--- config.mk ---
export PLATFORM = sky130hd
export DESIGN_NAME = fcc_cell
export DESIGN_NICKNAME = d
export VERILOG_FILES = /design/src/design/fcc_pkg.sv /design/src/design/fcc_cell.sv
export SDC_FILE = /design/constraint.sdc
export NUM_CORES = 1
export LEC_CHECK = 0
export ABC_AREA = 1
export BUFFER_PORTS_ARGS = -buffer_cell sky130_fd_sc_hd__buf_2
export CELL_PAD_IN_SITES_DETAIL_PLACEMENT = 0
export CELL_PAD_IN_SITES_GLOBAL_PLACEMENT = 1
export CORE_ASPECT_RATIO = 0.7
export CORE_MARGIN = 2
export CORE_UTILIZATION = 47
export DETAILED_ROUTE_END_ITERATION = 8
export PLACE_DENSITY = 0.85
export REMOVE_ABC_BUFFERS = 1
export SLEW_MARGIN = 5
export SYNTH_ARGS = -nofsm -noshare
export SYNTH_HDL_FRONTEND = slang
export SYNTH_SLANG_ARGS = --single-unit
--- constraint.sdc ---
create_clock -name clk -period 7.17 [get_ports clk]
set_input_delay 0.717 -clock clk [delete_from_list [all_inputs] [get_ports clk]]
set_output_delay 0.717 -clock clk [all_outputs]
set_load 0.03 [all_outputs]
--- src/design/fcc_pkg.sv ---
// Shared constants and types of the full cross-correlation block.
package fcc_pkg;

	localparam int MAX_TAPS     = 32;
	localparam int SAMPLE_WIDTH = 16;
	localparam int VALUE_WIDTH  = 37;
	localparam int PROD_W       = 2 * SAMPLE_WIDTH;
	localparam int TCNT_W       = $clog2(MAX_TAPS + 1);
	localparam int IDX_W        = (MAX_TAPS > 1) ? $clog2(MAX_TAPS) : 1;

	typedef struct packed {
		logic clr;
		logic shift;
	} cell_ctl_t;

	typedef struct packed {
		logic signed [VALUE_WIDTH-1:0] value;
		logic                          final_res;
	} res_t;

endpackage

--- src/design/fcc_cell.sv ---
// One tap cell of the systolic correlator: tap register, multiply-add, partial-sum register.
module fcc_cell (
	input  logic                                         clk,
	input  logic                                         arst_n,
	input  logic                                         tap_we,
	input  logic signed [fcc_pkg::SAMPLE_WIDTH-1:0]      tap_d,
	input  logic signed [fcc_pkg::SAMPLE_WIDTH-1:0]      x,
	input  fcc_pkg::cell_ctl_t                           ctl,
	input  logic signed [fcc_pkg::VALUE_WIDTH-1:0]       part_in,
	output logic signed [fcc_pkg::VALUE_WIDTH-1:0]       sum,
	output logic signed [fcc_pkg::VALUE_WIDTH-1:0]       part_q
);
	import fcc_pkg::*;

	logic signed [SAMPLE_WIDTH-1:0] tap_q;
	logic signed [PROD_W-1:0]       prod;

	always_ff @(posedge clk) begin
		if (tap_we) begin
			tap_q <= tap_d;
		end
	end

	assign prod = x * tap_q;
	// sum wraps modulo 2^VALUE_WIDTH
	assign sum  = VALUE_WIDTH'(prod) + part_in;

	always_ff @(posedge clk or negedge arst_n) begin
		if (!arst_n) begin
			part_q <= '0;
		end else if (ctl.clr) begin
			part_q <= '0;
		end else if (ctl.shift) begin
			part_q <= sum;
		end
	end

endmodule

==> results.txt <==
Setup violations remaining at the end of the flow were counted as 0. The final wirelength came out at 37,800 µm. After detailed placement, the design holds a cell count of 2,346.

The detail route stage leaves a number of antenna-violating nets equal to 0. The master cell of the clock root buffer is clkbuf_16. From left edge to right edge, the die measures 215 µm.

The final net count is 2,455, and the deepest clock path buffer count is 2. The count of buffers added on input and output ports is 147. In this run the worst path has a maximum fanout of 11.

The number of maximum-capacitance constraint violations came out at 0. The fraction of post-synthesis cell area in the top cell type by area came out at 43.6%. The worst setup path is captured at an output port. Final hold violation count: 0. In this run the count of I/O pins placed on the die edge is 148.

The run gives 792 as the number of violations reported at the end of detailed-routing iteration 0. By instance count, the leading cell after synthesis is inv_1. TritonCTS built the clock tree. For this run, the leading register cell type out of synthesis is dfrtp_1. After floorplanning, the core was divided into 53 placement rows. In the final routed layout, each cell accounts on average for 16.0 µm.

Of the available clock period, the critical path in the final layout requires 96.8%. The min-delay analysis places its worst path in the category flip-flop to flip-flop. The number of distinct library cell variants in the gate-level netlist after synthesis was 36; the arrival time of data at the critical path endpoint was 6.22 ns.

For the total track usage, the log shows 24.6%. The maximum achievable frequency is 144 MHz, and the via density per instance is 4.82. By count the netlist is led by inv_1, nand2_1, fa_1. The tools report the starting density of the core as 48.2%.

OpenSTA, run right after detailed placement, puts the worst setup slack at -0.0171 ns. Buffers inserted during clock tree synthesis total 5. Count of pins over their slew limit: 0.

The fraction of layout cells with a size suffix above 1 was 13.9%. After routing, the total negative slack on setup checks comes to 0 ns. The clock latency on the worst-skew pair is 0.32 ns. The worst pin sits at a relative slew slack of 37.6%.

The clock transition at the register clock pins on the worst setup and hold paths after CTS works out to 0.09 ns. Counting every sink on the clock net gives 53. After synthesis, the share of flip-flops with an asynchronous set or reset is 69.8%. The deepest level of the CTS H-tree is 2. The logs give 6 for the total iterations of the first detailed-routing run and 32,600 µm² for the area of the die. By area the synthesized netlist is led by fa_1, inv_1, nand2_1, ha_1, dfrtp_1. Data on the critical path is required at its endpoint by 6.45 ns. The run gives 2,367 as the count of placed standard cells in the final layout, fillers left out. The number of enable-type register cells in the synthesized netlist was 16. From bottom edge to top edge, the die measures 152 µm. Entering global routing, the biggest net connects 38 pins. Sequential fraction of the synthesis area: 9.62%.

The type of element launching the critical path was an input pin. The dominant cell type by area after synthesis is fa_1. After detailed routing, the number of remaining DRC violations is 0. Setup repair after global routing could not meet its margin everywhere. The floorplan step defined a core boundary enclosing 30,300 µm². The number of warnings issued by yosys is 0.

The signed area change from the synthesized netlist to the final layout is 12.6%, and the leftover overflow at the end of global routing is 0. The run gives 0.0158 ns as the largest clock skew in the final design. After technology mapping, the gate count stands at 1,812. The minimum setup slack in the final design was 0.232 ns. The flow ran to the end, and the final reports show no timing, DRC or antenna violations. In this run, synthesis produced a sequential element count of 53. For the number of hold buffers added after cts, the log shows 0.

The number of fill cells in the layout is 2,912. Detailed placement ended at an HPWL of 33,100 µm. Routability-driven placement finished with a final weighted congestion of 0.908. The slew at the pin closest to its max-slew limit is 0.935 ns. The detailed router placed 11.4k vias in this run. The first global-routing pass estimated 61,900 µm of wire. Minimum period implied by the final worst setup slack: 6.94 ns. For the footprint of the flip-flops and latches, the log shows 1410 µm².

0 antenna diodes ended up in the layout. For the worst reg-to-reg setup slack, the log shows 1.34 ns. Number of antenna violations at the first check in global routing: 0. The class of the most critical setup path was input pin to output port. The cell area after synthesis came out at 14,600 µm². The via count of the first global-routing pass was 12.1k.

The average footprint of a synthesized cell was 8.07 µm². The multi-input combinational cells in the finished layout cover a total of 11,000 µm².
[worst max-delay path: stages]
cell,delay (ns)
buf_2,0.30
buf_4,0.23
nand2_1,0.08
fa_1,0.48
inv_1,0.05
fa_1,0.48
fa_1,0.47
fa_1,0.52
fa_1,0.50
inv_1,0.05
fa_1,0.48
inv_1,0.05
ha_2,0.38
nand2_1,0.12
nor2_2,0.18
inv_2,0.09
nor3_4,0.19
nand2_1,0.10
nand2_2,0.15
nand2_1,0.09
nand2_1,0.06
nand2_1,0.07
and2_1,0.17
clkbuf_4,0.19
[metal layers]
layer | global-route usage (%) | vias to the layer above | routed length, µm
met1 | 35.4 | 5657 | 17700
met2 | 40.6 | 302 | 17400
met4 | 5.35 | 0 | 590
met5 | 0 | - | 0
met3 | 2.55 | 33 | 2110
li1 | - | 5414 | -
[kinds of logic (layout without fill, tap and decap cells)]
kind of cell	Yosys count	count (layout)	synth area share (%)
AOI/OAI and AO/OA	73	73	2.99
xor gates and xnor gates	18	18	1.13
adders and majority gates	427	427	52.9
buffers and inverters	612	755	15.7
DFF	53	53	9.62
and+or+nand+nor	629	629	17.6
[layout by cell type (no fill, tap or decap), types with 7 or more instances in the layout]
cell,count
o21ai_0,13
buf_4,46
nand2_2,11
ha_1,104
xor2_1,13
a21oi_2,7
buf_2,139
fa_1,314
nor2_1,55
and2_1,17
inv_1,540
dfrtp_1,37
edfxtp_1,16
nand3_1,42
buf_12,9
a21oi_1,26
clkbuf_4,7
a22o_1,12
nand2_1,465
nor2_2,16
[path summary, 6_finish.rpt]
path,start,endpoint,cells after the start
setup / recovery,x[6],sum[23],24
hold reg to reg,part_q[28]$_DFFE_PN0P_,part_q[28]$_DFFE_PN0P_,2
hold / removal,part_q[28]$_DFFE_PN0P_,part_q[28]$_DFFE_PN0P_,2
min in group asynchronous,arst_n,part_q[10]$_DFFE_PN0P_,1
max in group asynchronous,arst_n,part_q[6]$_DFFE_PN0P_,1
setup reg to reg,tap_q[1]$_DFFE_PP_,part_q[26]$_DFFE_PN0P_,23
[cell type report]
class	count	area share [%]
tap	412	3.13
inverter	546	12.5
timing repair buffer	201	7.74
clock buffer	6	0.844
multi-input combinational	1147	67.0
clock inverter	2	0.228
sequential	53	8.54
[sequential cells by signal, summed over array words and instances (netlist names)]
register  flops
tap_q        16
part_q       37
[what timing repair did]
action	CTS	global route
setup endpoints to repair	3	18
pin swaps	0	2
gates resized for setup	1	41
setup buffers	0	13
[through the flow]
step | utilization, % | hold WS [ns] | instance area [µm²]
after floorplan | - | 0.421 | 14400
after global placement | 52.6 | 0.458 | 15900
after detailed placement | 52.6 | 0.460 | 15900
after CTS | 53.2 | 0.484 | 16100
after global routing | 54.3 | 0.497 | 16500
final | 54.3 | 0.480 | 16500
Power is not shown: default switching activity piles up to over one toggle a cycle in this logic, so the estimate is an artifact.
