File: config.mk
export PLATFORM = sky130hd
export DESIGN_NAME = fcc_obuf
export DESIGN_NICKNAME = d
export VERILOG_FILES = /design/src/design/fcc_pkg.sv /design/src/design/fcc_obuf.sv
export SDC_FILE = /design/constraint.sdc
export NUM_CORES = 1
export LEC_CHECK = 0
export BUFFER_PORTS_ARGS = -buffer_cell sky130_fd_sc_hd__buf_2
export CAP_MARGIN = 20
export CORE_MARGIN = 2
export CORE_UTILIZATION = 45
export CTS_CLUSTER_SIZE = 30
export DETAILED_ROUTE_END_ITERATION = 8
export GPL_TIMING_DRIVEN = 0
export PLACE_DENSITY = 0.76
export SKIP_CTS_REPAIR_TIMING = 1
export SYNTH_ARGS = -nofsm -noshare
export SYNTH_HDL_FRONTEND = slang
export SYNTH_SLANG_ARGS = --single-unit
File: constraint.sdc
create_clock -name clk -period 4.1 [get_ports clk]
set_input_delay 0.615 -clock clk [delete_from_list [all_inputs] [get_ports clk]]
set_output_delay 0.615 -clock clk [all_outputs]
set_load 0.1 [all_outputs]
File: src/design/fcc_pkg.sv
// Shared constants and types of the full cross-correlation block.
package fcc_pkg;

	localparam int MAX_TAPS     = 32;
	localparam int SAMPLE_WIDTH = 16;
	localparam int VALUE_WIDTH  = 37;
	localparam int PROD_W       = 2 * SAMPLE_WIDTH;
	localparam int TCNT_W       = $clog2(MAX_TAPS + 1);
	localparam int IDX_W        = (MAX_TAPS > 1) ? $clog2(MAX_TAPS) : 1;

	typedef struct packed {
		logic clr;
		logic shift;
	} cell_ctl_t;

	typedef struct packed {
		logic signed [VALUE_WIDTH-1:0] value;
		logic                          final_res;
	} res_t;

endpackage

File: src/design/fcc_obuf.sv
// Two-entry result queue between the cell row and the output channel.
module fcc_obuf (
	input  logic          clk,
	input  logic          arst_n,
	input  logic          push,
	input  fcc_pkg::res_t push_data,
	output logic          space,
	output logic          out_valid,
	input  logic          out_ready,
	output fcc_pkg::res_t out_data
);
	import fcc_pkg::*;

	logic [1:0] cnt_q;
	res_t       e0_q;
	res_t       e1_q;
	logic       pop;

	assign space     = (cnt_q != 2'd2);
	assign out_valid = (cnt_q != 2'd0);
	assign pop       = out_valid && out_ready;
	assign out_data  = e0_q;

	always_ff @(posedge clk) begin
		if (push && ((cnt_q == 2'd0) || ((cnt_q == 2'd1) && pop))) begin
			e0_q <= push_data;
		end else if (pop) begin
			e0_q <= e1_q;
		end
		if (push && (cnt_q == 2'd1) && !pop) begin
			e1_q <= push_data;
		end
	end

	always_ff @(posedge clk or negedge arst_n) begin
		if (!arst_n) begin
			cnt_q <= 2'd0;
		end else begin
			case ({push, pop})
				2'b10: begin
					cnt_q <= cnt_q + 2'd1;
				end
				2'b01: begin
					cnt_q <= cnt_q - 2'd1;
				end
				default: begin
					cnt_q <= cnt_q;
				end
			endcase
		end
	end

endmodule

==> results.json, run 1 <==
{
  "htree_levels": 3,
  "layout_worst_path_cycle_share_pct": 52.2,
  "place_hpwl_um": 3290,
  "synth_compound_gate_area_share_pct": 0.788,
  "tightest_slew_ns": 0.867,
  "layout_common_cells": "buf_2, edfxtp_1, mux2_4",
  "synthesis.area_per_instance_um2": 21.9,
  "vias_in_the_first_global_route": 1584,
  "holdCritPathClass": "primary input to async pin",
  "finalHoldViolations": 0,
  "synth_xor_xnor_area_share_pct": 0.581,
  "run_status": "finished with violations",
  "worst_ep_arrival_time_ns": 2.10,
  "placedCellCount": 297,
  "setup.worst_path.end_class": "flip-flop",
  "final.setup_skew_ns": 0.00819,
  "setup_viol": 0,
  "floorplan.die_area_um2": 7370,
  "postLayoutCoreUtil_pct": 58.5,
  "number_of_top_level_pins": 82,
  "tritoncts": "yes",
  "clock_tree.buffer_depth": 2,
  "synth_adder_area_share_pct": 1.24,
  "min_period_ns": 2.14,
  "reg2reg_depth": 4,
  "synthDominantAreaCellType": "edfxtp_1",
  "gp_congestion": 0.735,
  "worst_setup_hold_path_clk_slew_ns": 0.07,
  "ys_ff_latch": 78,
  "drt.antenna.violating_nets": 0,
  "grt_max_degree": 39,
  "peak_clock_frequency_supported_by_timing_mhz": 467,
  "critical_path.startpoint": "cnt_q[0]$_DFFE_PN0P_",
  "synth.top_cell.area_share_pct": 75.7,
  "finish.cell_count_without_fillers": 312,
  "most_common_library_cell_in_the_layout_ignoring_fill_and_taps": "buf_2",
  "chipHeight_um": 85.9,
  "diodes": 0,
  "worstReg2RegStart": "cnt_q[0]$_DFFE_PN0P_",
  "grt_pass1_wl_um": 7530,
  "dieWidth_um": 85.9,
  "cts_inserted_buffers": 9,
  "mappedNetlistArea_um2": 3020,
  "max-slew-margin-rel_pct": 42.2,
  "clock_insertion_delay_at_the_later_pin_of_the_skew_report_ns": 0.33,
  "placement.setup.worst_slack_ns": 1.94,
  "rsz_0062_raised_after_global_routing": "false",
  "critical_path_peak_fanout": 38,
  "dr_total_vias": 1527,
  "required_time_of_the_critical_path_ns": 4.06,
  "nNetsFinal": 276,
  "placementRows": 29,
  "antenna_found_initial": 0,
  "critical_path_class": "flip-flop to flip-flop",
  "synth_seq_area_share_pct": 77.3,
  "critical_path.startpoint_type": "flip-flop",
  "drc": 8,
  "slew_viol_final": 0,
  "drv_cap": 0,
  "worstReg2RegEnd": "out_data[28]$_DFFE_PP_",
  "cts_root_buf": "clkbuf_8",
  "synth-simple-area-share_pct": 1.04,
  "globalRoute.totalOverflow": 0,
  "cts.sinks": 78,
  "ys_top_cells_by_area": "edfxtp_1, mux2_4, mux2_2, dfrtp_1, buf_12",
  "synth-warning-count": 0,
  "setup.worst_path.end": "out_data[28]$_DFFE_PP_",
  "grtUsageTotal_pct": 13.7,
  "synthCells": 138,
  "initial_core_util_pct": 47.0,
  "failed_checks": "DRC",
  "io_buffers": 81,
  "design.core.area_um2": 6420,
  "final_layout_size_suffix_gt1_share_pct": 58.7,
  "layout_setup_ws_ns": 1.96,
  "totalNegativeSetupSlack_ns": 0,
  "synth_mux_area_share_pct": 16.7,
  "wire_per_inst_um": 15.2,
  "combinational_family_with_the_most_area_after_synthesis": "multiplexers",
  "detail_route.wirelength_um": 4730,
  "drtIter0Drc": 65,
  "drt_pass1_iterations": 8,
  "setup.reg_to_reg.worst_slack_ns": 1.96,
  "via_per_inst": 4.89,
  "synthesis.nets": 183,
  "ys_types": 16,
  "syn2layout_area_growth_pct": 24.6
}
-- kinds of logic (layout without fill, tap and decap cells) --
logic type	after synthesis	in the layout
DFF	78	78
buffers and inverters	8	105
adders and majority gates	3	3
and+or+nand+nor	6	6
xor gates and xnor gates	2	2
muxes	38	38
AOI/OAI and AO/OA	3	3
-- cells in the mapped netlist --
cell	count
a21o_1	2
and2b_1	1
nor2_1	2
and3b_1	1
buf_12	2
ha_1	3
nand2_1	2
buf_2	1
a221oi_1	1
mux2_2	18
dfrtp_1	2
inv_1	4
edfxtp_1	76
buf_6	1
mux2_4	20
xnor2_1	2
-- worst max-delay path, stage by stage (launching register included) --
cell and delay, ns:
dfrtp_1 0.40, inv_1 0.08, ha_1 0.23, and2b_1 0.32, a21o_2 0.70
-- registers in the layout, summed over array words and instances (netlist names) --
signal    cells
cnt_q         2
e1_q         38
out_data     38
-- how the worst min path moves through the flow --
| stage | from | endpoint | slack (ns) | cells past startpoint |
|---|---|---|---|---|
| floorplan | arst_n | cnt_q[0]$_DFFE_PN0P_ | 0.32 | 0 |
| global placement | arst_n | cnt_q[1]$_DFFE_PN0P_ | 0.40 | 1 |
| detailed placement | arst_n | cnt_q[1]$_DFFE_PN0P_ | 0.40 | 1 |
| CTS | arst_n | cnt_q[1]$_DFFE_PN0P_ | 0.04 | 1 |
| global route | arst_n | cnt_q[1]$_DFFE_PN0P_ | 0.03 | 1 |
| finish | arst_n | cnt_q[1]$_DFFE_PN0P_ | 0.06 | 1 |
-- cell type report --
class	instances	area, µm²
fill	497	2670
multi-input combinational	52	622
clock buffer	10	128
sequential	78	2330
timing repair buffer	82	433
clock inverter	5	75.1
inverter	4	15.0
buffer	4	56.3
tap	77	96.3
-- layer usage --
layer / vias up / wire length, µm / part of all wire [%] / global-route usage, %
met4: 0 / 125 / 2.6 / 8.23
met5: - / 0 / 0 / 0
met2: 57 / 2230 / 47 / 21.6
met3: 11 / 277 / 5.9 / 2.89
li1: 723 / - / - / -
met1: 736 / 2100 / 44 / 17.5
-- metrics by stage --
stage / instance area (µm²) / hold WS [ns]
after floorplan: 3020 / 0.319
after global placement: 3520 / 0.401
after detailed placement: 3550 / 0.403
after CTS: 3760 / 0.0353
after global routing: 3760 / 0.0332
final: 3760 / 0.0560
Power of run 1 is left out: the tool's default activity adds up to more than one toggle a clock period on the data nets, which glitch-free logic cannot reach.
==> run 2: changes to the inputs <==
Settings changed: PLACE_DENSITY 0.76 to 0.79.
Clock period 4.1 ns to 1.9 ns, I/O delays scaled along.
==> results.json, run 2 (same netlist as run 1, synthesis figures left out) <==
{
  "setup_viol": 0,
  "grtUsageTotal_pct": 14.0,
  "gp_congestion": 0.682,
  "globalRoute.totalOverflow": 0,
  "finish.cell_count_without_fillers": 317,
  "via_per_inst": 4.82,
  "dr_total_vias": 1529,
  "final-seq-area_um2": 2330,
  "min_period_ns": 1.77,
  "holdCritPathClass": "primary input to flip-flop",
  "drt_pass1_iterations": 7,
  "clock_tree.buffer_depth": 2,
  "tightest_slew_ns": 0.498,
  "critical_path_peak_fanout": 10,
  "place_hpwl_um": 3290,
  "layout_common_cells": "buf_2, edfxtp_1, mux2_4",
  "finalHoldViolations": 0,
  "floorplan.die_area_um2": 7370,
  "layout_setup_ws_ns": 0.129,
  "wire_per_inst_um": 15.8,
  "failed_checks": "DRC",
  "rsz_0062_raised_after_global_routing": "false",
  "max-slew-margin-rel_pct": 67.0,
  "dieWidth_um": 85.9,
  "tritoncts": "yes",
  "placement.setup.worst_slack_ns": -0.345,
  "cts_inserted_buffers": 9,
  "reg2reg_depth": 7,
  "totalNegativeSetupSlack_ns": 0,
  "worstHoldPathCells": 1,
  "critical_path_class": "flip-flop to flip-flop",
  "io_buffers": 81,
  "chipHeight_um": 85.9,
  "layout_worst_path_cycle_share_pct": 93.2,
  "drc": 8,
  "initial_core_util_pct": 47.0,
  "number_of_top_level_pins": 82,
  "clock_insertion_delay_at_the_later_pin_of_the_skew_report_ns": 0.34,
  "worst_ep_arrival_time_ns": 1.87,
  "vias_in_the_first_global_route": 1546,
  "detail_route.wirelength_um": 5020,
  "design.core.area_um2": 6420,
  "fillers": 483,
  "most_common_library_cell_in_the_layout_ignoring_fill_and_taps": "buf_2",
  "grt_max_degree": 39,
  "critical_path.startpoint_type": "flip-flop",
  "syn2layout_area_growth_pct": 27.7,
  "placementRows": 29,
  "htree_levels": 3,
  "peak_clock_frequency_supported_by_timing_mhz": 565,
  "required_time_of_the_critical_path_ns": 1.99,
  "finish.instance_area_um2": 3850,
  "final_layout_size_suffix_gt1_share_pct": 60.8,
  "drtIter0Drc": 66,
  "drv_cap": 0,
  "multi_input_comb_area_um2": 656,
  "setup.worst_path.end_class": "flip-flop",
  "cts.sinks": 78,
  "diodes": 0,
  "antenna_found_initial": 0,
  "drt.antenna.violating_nets": 0,
  "slew_viol_final": 0,
  "cts_root_buf": "clkbuf_8",
  "grt_pass1_wl_um": 7590,
  "run_status": "finished with violations",
  "worst_setup_hold_path_clk_slew_ns": 0.08,
  "nNetsFinal": 281,
  "placedCellCount": 296,
  "final.setup_skew_ns": 0.00821,
  "placedInstanceArea_um2": 3530
}
[run 2: cell types whose count changed in the layout (fill, tap and decap cells not counted), moves of 2 or more]
cell      delta
a21o_4       +2
clkinv_2     +2
clkinv_1     -2
buf_12       +3
[run 2: worst max-delay path, cell delays in order, from the launching register on]
cell     delay, ns
dfrtp_1       0.38
inv_1         0.10
ha_4          0.19
a21o_1        0.15
nand2_1       0.09
buf_6         0.16
buf_12        0.15
mux2_4        0.30
[run 2: through the flow]
step	utilization [%]	hold slack, ns
floorplan	-	-0.0106
global placement	54.9	0.0708
detailed placement	54.9	0.0717
CTS	58.2	-0.299
global route	60.0	0.114
finish	60.0	0.134
[run 2: cell type report]
type / instances / area share, %
plain buffers: 4 / 1.53
multi-input cells: 53 / 17.0
repair buffers: 86 / 12.5
flip-flops and latches: 78 / 60.6
inverters: 4 / 0.390
clock inverters: 6 / 2.24
well taps: 77 / 2.50
clock buffers: 9 / 3.22
[run 2: final timing paths]
| path | startpoint | to | slack, ns |
|---|---|---|---|
| max | cnt_q[0]$_DFFE_PN0P_ | out_data[20]$_DFFE_PP_ | 0.13 |
| min | push_data[31] | e1_q[31]$_DFFE_PP_ | 0.13 |
| max reg2reg | cnt_q[0]$_DFFE_PN0P_ | out_data[20]$_DFFE_PP_ | 0.13 |
| min reg2reg | cnt_q[0]$_DFFE_PN0P_ | cnt_q[0]$_DFFE_PN0P_ | 0.51 |
| max in group asynchronous | arst_n | cnt_q[0]$_DFFE_PN0P_ | 1.55 |
| min in group asynchronous | arst_n | cnt_q[1]$_DFFE_PN0P_ | 0.25 |
[run 2: routing by layer]
layer	global-route usage [%]	vias up	routed length [µm]
li1	-	738	-
met1	16.8	734	2110
met2	23.0	52	2500
met3	5.10	5	322
met4	5.19	0	76
met5	0	-	0
Power of run 2 is left out for the same reason.
